**src/rtl/core/mlgs_pkg.sv**
```systemverilog
`timescale 1ns / 1ps
`default_nettype none
// ----------------------------------------------------------------------------
// mlgs_pkg
// Shared types and constants for the multiplexed LED grayscale row scanner.
// ----------------------------------------------------------------------------
package mlgs_pkg;

  localparam int ROW_COUNT     = 9;
  localparam int BYTES_PER_ROW = 24;
  localparam int TOP_CHANNEL   = 15;
  localparam int STORE_DEPTH   = ROW_COUNT * BYTES_PER_ROW;
  localparam int ADDR_W        = $clog2(STORE_DEPTH);
  localparam int ROW_W         = 4;
  localparam int CHAN_W        = 4;
  localparam int VALUE_W       = 12;
  localparam int IDX_W         = 5;
  localparam int COUNT_W       = 32;

  localparam logic ACT_WRITE = 1'b0;
  localparam logic ACT_TICK  = 1'b1;

  typedef struct packed {
    logic               action;
    logic [ROW_W-1:0]   row;
    logic [CHAN_W-1:0]  channel;
    logic [VALUE_W-1:0] value;
  } item_t;

  typedef struct packed {
    logic [ROW_W-1:0]   lit_row;
    logic [ROW_W-1:0]   shift_row;
    logic [IDX_W-1:0]   byte_index;
    logic [7:0]         data_byte;
    logic [COUNT_W-1:0] update_count;
    logic               last;
  } result_t;

  typedef enum logic [2:0] {
    ST_CLEAR,
    ST_IDLE,
    ST_WR_FIRST,
    ST_WR_SECOND,
    ST_SCAN
  } ctrl_state_t;

  typedef struct packed {
    logic clr;
    logic load_write;
    logic scan_start;
    logic wr_first;
    logic wr_second;
    logic rd_issue;
  } cmd_t;

  typedef struct packed {
    logic clr_done;
    logic item_tick;
    logic item_row_ok;
    logic rd_last;
    logic out_free;
  } status_t;

endpackage
`default_nettype wire

```
**src/rtl/core/mlgs_ctrl.sv**
```systemverilog
`timescale 1ns / 1ps
`default_nettype none
// ----------------------------------------------------------------------------
// mlgs_ctrl
// Sequencer: clears the frame store, runs the two-step channel write and
// issues the 24 byte reads of a scan tick.
// ----------------------------------------------------------------------------
module mlgs_ctrl
  import mlgs_pkg::*;
(
  input  wire logic    clk,
  input  wire logic    rst,
  input  wire logic    item_valid,
  output logic         item_stall,
  input  wire status_t status,
  output cmd_t         cmd
);

  ctrl_state_t state;
  ctrl_state_t state_next;

  always_ff @(posedge clk) begin
    if (rst) begin
      state <= ST_CLEAR;
    end else begin
      state <= state_next;
    end
  end

  always_comb begin
    state_next = state;
    cmd        = '0;
    item_stall = (state != ST_IDLE);
    case (state)
      ST_CLEAR: begin
        cmd.clr = 1'b1;
        if (status.clr_done) begin
          state_next = ST_IDLE;
        end
      end
      ST_IDLE: begin
        if (item_valid) begin
          if (status.item_tick) begin
            cmd.scan_start = 1'b1;
            state_next     = ST_SCAN;
          end else if (status.item_row_ok) begin
            cmd.load_write = 1'b1;
            state_next     = ST_WR_FIRST;
          end
        end
      end
      ST_WR_FIRST: begin
        cmd.wr_first = 1'b1;
        state_next   = ST_WR_SECOND;
      end
      ST_WR_SECOND: begin
        cmd.wr_second = 1'b1;
        state_next    = ST_IDLE;
      end
      ST_SCAN: begin
        if (status.out_free) begin
          cmd.rd_issue = 1'b1;
          if (status.rd_last) begin
            state_next = ST_IDLE;
          end
        end
      end
      default: begin
        state_next = ST_IDLE;
      end
    endcase
  end

endmodule
`default_nettype wire

```
**src/rtl/core/mlgs_datapath.sv**
```systemverilog
`timescale 1ns / 1ps
`default_nettype none
// ----------------------------------------------------------------------------
// mlgs_datapath
// Frame store as high and low nibble memories, row index, tick counter and
// the registered output word.
// ----------------------------------------------------------------------------
module mlgs_datapath
  import mlgs_pkg::*;
(
  input  wire logic    clk,
  input  wire logic    rst,
  input  wire item_t   item,
  input  wire cmd_t    cmd,
  output status_t      status,
  output logic         result_valid,
  input  wire logic    result_stall,
  output result_t      result
);

  logic [3:0] mem_hi [STORE_DEPTH];
  logic [3:0] mem_lo [STORE_DEPTH];

  logic [ADDR_W-1:0]  clr_addr;
  logic [ADDR_W-1:0]  wr_addr;
  logic               wr_even;
  logic [VALUE_W-1:0] wr_value;
  logic [ROW_W-1:0]   cur_row;
  logic [ROW_W-1:0]   lit_row;
  logic [COUNT_W-1:0] tick_count;
  logic [ADDR_W-1:0]  rd_addr;
  logic [IDX_W-1:0]   rd_k;
  logic [3:0]         rd_hi;
  logic [3:0]         rd_lo;
  logic               out_valid;
  logic [ROW_W-1:0]   out_lit;
  logic [ROW_W-1:0]   out_shift;
  logic [IDX_W-1:0]   out_idx;
  logic [COUNT_W-1:0] out_count;
  logic               out_last;

  logic [CHAN_W-1:0]  pos;
  logic [5:0]         pos3;
  logic [ADDR_W-1:0]  item_addr;
  logic [ROW_W-1:0]   row_next;
  logic               we_hi;
  logic               we_lo;
  logic [ADDR_W-1:0]  waddr;
  logic [3:0]         wdata_hi;
  logic [3:0]         wdata_lo;

  assign pos       = CHAN_W'(TOP_CHANNEL) - item.channel;
  assign pos3      = {1'b0, pos, 1'b0} + {2'b00, pos};
  assign item_addr = ADDR_W'(item.row) * ADDR_W'(BYTES_PER_ROW) + ADDR_W'(pos3[5:1]);
  assign row_next  = (cur_row == ROW_W'(ROW_COUNT - 1)) ? '0 : cur_row + 1'b1;

  always_comb begin
    we_hi    = 1'b0;
    we_lo    = 1'b0;
    waddr    = wr_addr;
    wdata_hi = '0;
    wdata_lo = '0;
    if (cmd.clr) begin
      we_hi = 1'b1;
      we_lo = 1'b1;
      waddr = clr_addr;
    end else if (cmd.wr_first) begin
      we_hi    = wr_even;
      we_lo    = 1'b1;
      wdata_hi = wr_value[11:8];
      wdata_lo = wr_even ? wr_value[7:4] : wr_value[11:8];
    end else if (cmd.wr_second) begin
      we_hi    = 1'b1;
      we_lo    = !wr_even;
      waddr    = wr_addr + 1'b1;
      wdata_hi = wr_even ? wr_value[3:0] : wr_value[7:4];
      wdata_lo = wr_value[3:0];
    end
  end

  always_ff @(posedge clk) begin
    if (we_hi) begin
      mem_hi[waddr] <= wdata_hi;
    end
    if (we_lo) begin
      mem_lo[waddr] <= wdata_lo;
    end
    if (cmd.rd_issue) begin
      rd_hi <= mem_hi[rd_addr];
      rd_lo <= mem_lo[rd_addr];
    end
  end

  always_ff @(posedge clk) begin
    if (rst) begin
      clr_addr   <= '0;
      cur_row    <= ROW_W'(ROW_COUNT - 1);
      tick_count <= '0;
      out_valid  <= 1'b0;
    end else begin
      if (cmd.clr) begin
        clr_addr <= clr_addr + 1'b1;
      end
      if (cmd.scan_start) begin
        cur_row    <= row_next;
        tick_count <= tick_count + 1'b1;
      end
      if (status.out_free) begin
        out_valid <= cmd.rd_issue;
      end
    end
  end

  always_ff @(posedge clk) begin
    if (cmd.load_write) begin
      wr_addr  <= item_addr;
      wr_even  <= !pos[0];
      wr_value <= item.value;
    end
    if (cmd.scan_start) begin
      lit_row <= cur_row;
      rd_addr <= ADDR_W'(row_next) * ADDR_W'(BYTES_PER_ROW);
      rd_k    <= '0;
    end else if (cmd.rd_issue) begin
      rd_addr <= rd_addr + 1'b1;
      rd_k    <= rd_k + 1'b1;
    end
    if (cmd.rd_issue) begin
      out_lit   <= lit_row;
      out_shift <= cur_row;
      out_idx   <= rd_k;
      out_count <= tick_count;
      out_last  <= (rd_k == IDX_W'(BYTES_PER_ROW - 1));
    end
  end

  always_comb begin
    status.clr_done    = (clr_addr == ADDR_W'(STORE_DEPTH - 1));
    status.item_tick   = (item.action == ACT_TICK);
    status.item_row_ok = ({1'b0, item.row} < (ROW_W + 1)'(ROW_COUNT));
    status.rd_last     = (rd_k == IDX_W'(BYTES_PER_ROW - 1));
    status.out_free    = !out_valid || !result_stall;
  end

  assign result_valid        = out_valid;
  assign result.lit_row      = out_lit;
  assign result.shift_row    = out_shift;
  assign result.byte_index   = out_idx;
  assign result.data_byte    = {rd_hi, rd_lo};
  assign result.update_count = out_count;
  assign result.last         = out_last;

endmodule
`default_nettype wire

```
**src/rtl/core/multiplexed_led_grayscale_scan_top.sv**
```systemverilog
`timescale 1ns / 1ps
`default_nettype none
// ----------------------------------------------------------------------------
// multiplexed_led_grayscale_scan_top
// Grayscale frame store and row scanner for a multiplexed LED matrix.
//
//   channel  direction  word      handshake
//   item     in         item_t    item_valid / item_stall
//   result   out        result_t  result_valid / result_stall
//
// A channel write is accepted, then done in two nibble-merge write steps.
// A tick is accepted, then one stored byte is read a cycle, while the result
// is not stalled, over the single read port of the frame store; 24 words out.
// After reset the frame store is cleared to zero with item_stall high.
// A stalled result holds the read pipeline.
// ----------------------------------------------------------------------------
module multiplexed_led_grayscale_scan_top
  import mlgs_pkg::*;
(
  input  wire logic  clk,
  input  wire logic  rst,
  input  wire logic  item_valid,
  output logic       item_stall,
  input  wire item_t item,
  output logic       result_valid,
  input  wire logic  result_stall,
  output result_t    result
);

  cmd_t    cmd;
  status_t status;

  mlgs_ctrl u_ctrl (
    .clk        (clk),
    .rst        (rst),
    .item_valid (item_valid),
    .item_stall (item_stall),
    .status     (status),
    .cmd        (cmd)
  );

  mlgs_datapath u_datapath (
    .clk          (clk),
    .rst          (rst),
    .item         (item),
    .cmd          (cmd),
    .status       (status),
    .result_valid (result_valid),
    .result_stall (result_stall),
    .result       (result)
  );

endmodule
`default_nettype wire
```
**config.mk**
```make
export PLATFORM = sky130hd
export DESIGN_NAME = multiplexed_led_grayscale_scan_top
export DESIGN_NICKNAME = d
export VERILOG_FILES = /design/src/rtl/core/mlgs_pkg.sv /design/src/rtl/core/mlgs_ctrl.sv /design/src/rtl/core/mlgs_datapath.sv /design/src/rtl/core/multiplexed_led_grayscale_scan_top.sv
export SDC_FILE = /design/constraint.sdc
export NUM_CORES = 2
export LEC_CHECK = 0
export BUFFER_PORTS_ARGS = -buffer_cell sky130_fd_sc_hd__buf_2
export CORE_ASPECT_RATIO = 0.7
export CORE_UTILIZATION = 38
export CTS_BUF_LIST = sky130_fd_sc_hd__clkbuf_4
export CTS_CLUSTER_DIAMETER = 100
export CTS_CLUSTER_SIZE = 40
export DETAILED_ROUTE_END_ITERATION = 8
export PLACE_DENSITY_LB_ADDON = 0.25
export SLEW_MARGIN = 10
export SYNTH_ARGS = -nofsm -noshare
export SYNTH_HDL_FRONTEND = slang
export SYNTH_SLANG_ARGS = --single-unit
export TNS_END_PERCENT = 20
```
**constraint.sdc**
```tcl
create_clock -name clk -period 14.2 [get_ports clk]
set_clock_uncertainty 0.15 [all_clocks]
set_input_delay 2.84 -clock clk [delete_from_list [all_inputs] [get_ports clk]]
set_output_delay 2.84 -clock clk [all_outputs]
set_load 0.02 [all_outputs]
```
==> results.txt <==
The worst setup path is of the reg -> out kind. The via count of the first global-routing pass came to 37087. The number of port buffers is 80. sky130_fd_sc_hd__edfxtp_1 takes more of the synthesized area than any other cell. The floorplan die area is 198000 µm². The switching power came out at 0.00158 W.

The first routing iteration left 4754 violations. The critical path capture point type is a primary output. The number of nets handed over by synthesis was 4203. The total DRC errors in the routed layout came out at 0. The filler-free cell count of the finished design is 6731. The post-synthesis instance area is 74400 µm².

The largest incremental delay on the critical path is 0.45 ns. Of the total power, registers draw 0.764. In the synthesized netlist the dominant register cell turns out to be sky130_fd_sc_hd__edfxtp_1. In this design, the critical path's most frequently occurring cell is sky130_fd_sc_hd__nor2b_1. The final count of pins violating max slew is 0.

The pin slew with the least headroom to its limit is 1.24 ns. The post-detailed-route wirelength per cell came out at 28.3 µm. The cell count after placement came out at 6645. The type of element launching the critical path is a flop. The cell area power density is 99.9 nW/µm². The number of placed I/O pins is 81. The layout-stage area growth over the synthesis result came out at 5.09%. Setup repair after global routing left no endpoint under its margin.

The share of total power dissipated in combinational logic is 0.011. The antenna violation net count after detailed routing is 0. The slowest stage of the critical path belongs to the cell sky130_fd_sc_hd__dfxtp_1.

Ranked by total cell area, the synthesized netlist is headed by sky130_fd_sc_hd__edfxtp_1 (73%), sky130_fd_sc_hd__mux4_2 (8.0%), sky130_fd_sc_hd__mux2i_1 (4.7%), sky130_fd_sc_hd__nor2_1 (2.6%), sky130_fd_sc_hd__dfxtp_1 (1.5%). For the worst setup path, the data arrival time is 2.89 ns. The number of distinct standard cells referenced by the synthesized netlist is 78.

Across the run, the number of max-cap violations was 0. By count the netlist is led by sky130_fd_sc_hd__edfxtp_1 (1812), sky130_fd_sc_hd__nor2_1 (518), sky130_fd_sc_hd__mux2i_1 (352). The overall overflow remaining after global route came out at 0. The share of the Yosys chip area taken by registers is 0.746. The number of optimization iterations in the first detailed-route pass came out at 5. The global placer's final weighted congestion came out at 0.805. The worst min-delay path category is reg -> reg. Of the total power, the clock network draws 0.225.

The flow ran to the end, and the final reports show no timing, DRC or antenna violations. The die height came out at 372 µm. The routed wire length is 190 mm.

The data required time of the worst path is 11.21 ns. TritonCTS built the clock tree. The total routing resource utilization after global routing came out at 0.191. The peak supply drop is 0.0808 mV. The detailed-route vias per instance is 5.68. Of the total power, the share spent switching nets is 0.203. The initialized floorplan defines 135 standard-cell rows. After clock tree synthesis, the flow added hold-fix buffers numbering 0. The clock buffer count from CTS is 53.

The peak clock frequency supported by timing came out at 170 MHz. The setup TNS is 0 ns. The number of H-tree levels is 2. In the final layout, the share of cells above drive strength 1 is 0.146. Measured against its own limit, the worst slew margin works out to 0.175. The core region is 194000 µm².

The number of buffers between clock root and the deepest sink came out at 3. The post-CTS setup-driven buffer insertion count is 0. The maximum fanout encountered on the critical timing path came out at 27. The sink count of the clock tree is 1868. The internal power of the cells totals 0.00623 W. The critical path goes through buf_4 -> nor2b_1 -> nor2b_1 -> inv_1 -> buf_2.

The starting density of the core is 0.384. The global-route wire length before repair came out at 272 mm. After the last flow step, the layout net total stands at 4146.

The number of antenna violations at the first check in global routing is 18. The share of synthesized area in the top cell type comes to 0.731. Post-CTS repair changed the size of 0 cells. The floorplan step set the die width to 531 µm.

The clock period minus final worst setup slack came out at 5.88 ns. The pin count of the biggest net entering global routing is 217. The clock reaches the later pin of the worst-skew pair after 1.21 ns. The HPWL after detailed placement is 114 mm. The fraction of registers with async set/reset is 0. The number of failing hold endpoints at the final stage is 0. The number of synthesis warnings is 0. After technology mapping, the gate count stands at 4154. The standby leakage power came out at 18.6 nW. The root buffer selected by CTS is sky130_fd_sc_hd__clkbuf_4. After clock tree synthesis, the clock-pin slew on the worst setup and hold paths is 0.38 ns. The number of enable flip-flop cells after synthesis is 1812. The average cell area after synthesis is 17.9 µm². The routed layout has 38264 vias. Of the available clock period, the critical path in the final layout requires 0.414. The number of failing setup endpoints in the final timing report came out at 0.

The number of flip-flops and latches in the synthesized netlist is 1868. The cell with the most instances after synthesis is sky130_fd_sc_hd__edfxtp_1.
-- cells by family after synthesis --
| family | after synthesis | synth area share |
|---|---|---|
| AOI/OAI and AO/OA | 485 | 0.0458 |
| xor gates and xnor gates | 56 | 0.00659 |
| adders and majority gates | 24 | 0.00434 |
| buffers and inverters | 301 | 0.0198 |
| DFF | 1868 | 0.746 |
| muxes | 650 | 0.132 |
| and+or+nand+nor | 770 | 0.0450 |
-- final timing paths --
kind | start | endpoint | slack, ns | depth (start not counted)
max | u_ctrl.state[0] | item_stall | 8.32 | 5
min | u_datapath.tick_count[15] | u_datapath.out_count[15] | 0.25 | 0
max reg2reg | u_datapath.rd_addr[0] | u_datapath.rd_lo[3] | 8.83 | 9
min reg2reg | u_datapath.tick_count[15] | u_datapath.out_count[15] | 0.25 | 0
-- layout by cell type, fill, tap and decap left out, types with 17 or more instances in the layout --
| cell type | instances |
|---|---|
| sky130_fd_sc_hd__edfxtp_1 | 1812 |
| sky130_fd_sc_hd__nor2_1 | 513 |
| sky130_fd_sc_hd__mux2i_1 | 352 |
| sky130_fd_sc_hd__mux4_2 | 263 |
| sky130_fd_sc_hd__a21oi_1 | 106 |
| sky130_fd_sc_hd__nand2_1 | 84 |
| sky130_fd_sc_hd__o21ai_0 | 83 |
| sky130_fd_sc_hd__buf_2 | 80 |
| sky130_fd_sc_hd__a221oi_1 | 76 |
| sky130_fd_sc_hd__clkbuf_4 | 76 |
| sky130_fd_sc_hd__o221ai_1 | 75 |
| sky130_fd_sc_hd__buf_4 | 71 |
| sky130_fd_sc_hd__dfxtp_1 | 53 |
| sky130_fd_sc_hd__nand3_1 | 45 |
| sky130_fd_sc_hd__xor2_1 | 39 |
| sky130_fd_sc_hd__mux2_2 | 35 |
| sky130_fd_sc_hd__a22oi_1 | 31 |
| sky130_fd_sc_hd__o22ai_1 | 28 |
| sky130_fd_sc_hd__inv_1 | 27 |
| sky130_fd_sc_hd__ha_1 | 21 |
| sky130_fd_sc_hd__nand2_2 | 18 |
| sky130_fd_sc_hd__xnor2_1 | 17 |
| sky130_fd_sc_hd__nand4_1 | 17 |
-- state kept, by name, summed over array words and instances (netlist names), 5 cells and up --
name	count
u_datapath.mem_hi	864
u_datapath.mem_lo	864
u_datapath.out_count	32
u_datapath.tick_count	32
u_datapath.wr_value	12
u_datapath.clr_addr	8
u_datapath.rd_addr	8
u_datapath.wr_addr	8
u_datapath.out_idx	5
u_datapath.rd_k	5
-- power groups by stage --
| stage | combinational (W) | sequential [W] | clock [W] |
|---|---|---|---|
| 2_1_floorplan | 0.0000392 | 0.00608 | 0 |
| 4_1_cts | 0.0000890 | 0.00597 | 0.00180 |
| 3_3_place_gp | 0.0000882 | 0.00608 | 0 |
| 6_report | 0.0000897 | 0.00597 | 0.00176 |
| 5_1_grt | 0.0000937 | 0.00597 | 0.00196 |
| 3_5_place_dp | 0.0000889 | 0.00608 | 0 |
-- final cells by class --
type | count | area (µm²)
inverters | 31 | 116
flip-flops and latches | 1868 | 55500
multi-input cells | 1985 | 17600
fillers | 17438 | 116000
clock inverters | 4 | 58.8
diodes | 6 | 15.0
well taps | 2603 | 3260
repair buffers | 158 | 1070
clock buffers | 76 | 571
-- through the flow --
stage	total power [W]	cell area, µm²	util	worst slack [ns]	hold slack (ns)
after floorplan	0.00612	74400	-	2.38	0.250
after global placement	0.00617	77600	0.400	8.73	0.259
after detailed placement	0.00617	77600	0.400	8.75	0.269
after CTS	0.00786	78200	0.403	8.18	0.262
after global routing	0.00802	78200	0.403	8.05	0.281
final	0.00781	78200	0.403	8.32	0.247
-- routing by layer --
layer  GRT usage  up-vias  share of wire
met5           0        -         0.0011
met4      0.0315       28          0.016
met3      0.0509      176          0.097
met2       0.273     1544           0.43
met1       0.292    20171           0.46
li1            -    16345              -
-- worst max-delay path, delay by kind of cell (launching register included) --
family	cells	cell delay [ns]
flops	1	0.45
simple gates	2	0.63
buf+inv	3	0.64
No activity file was read; power rests on OpenSTA's default activity.
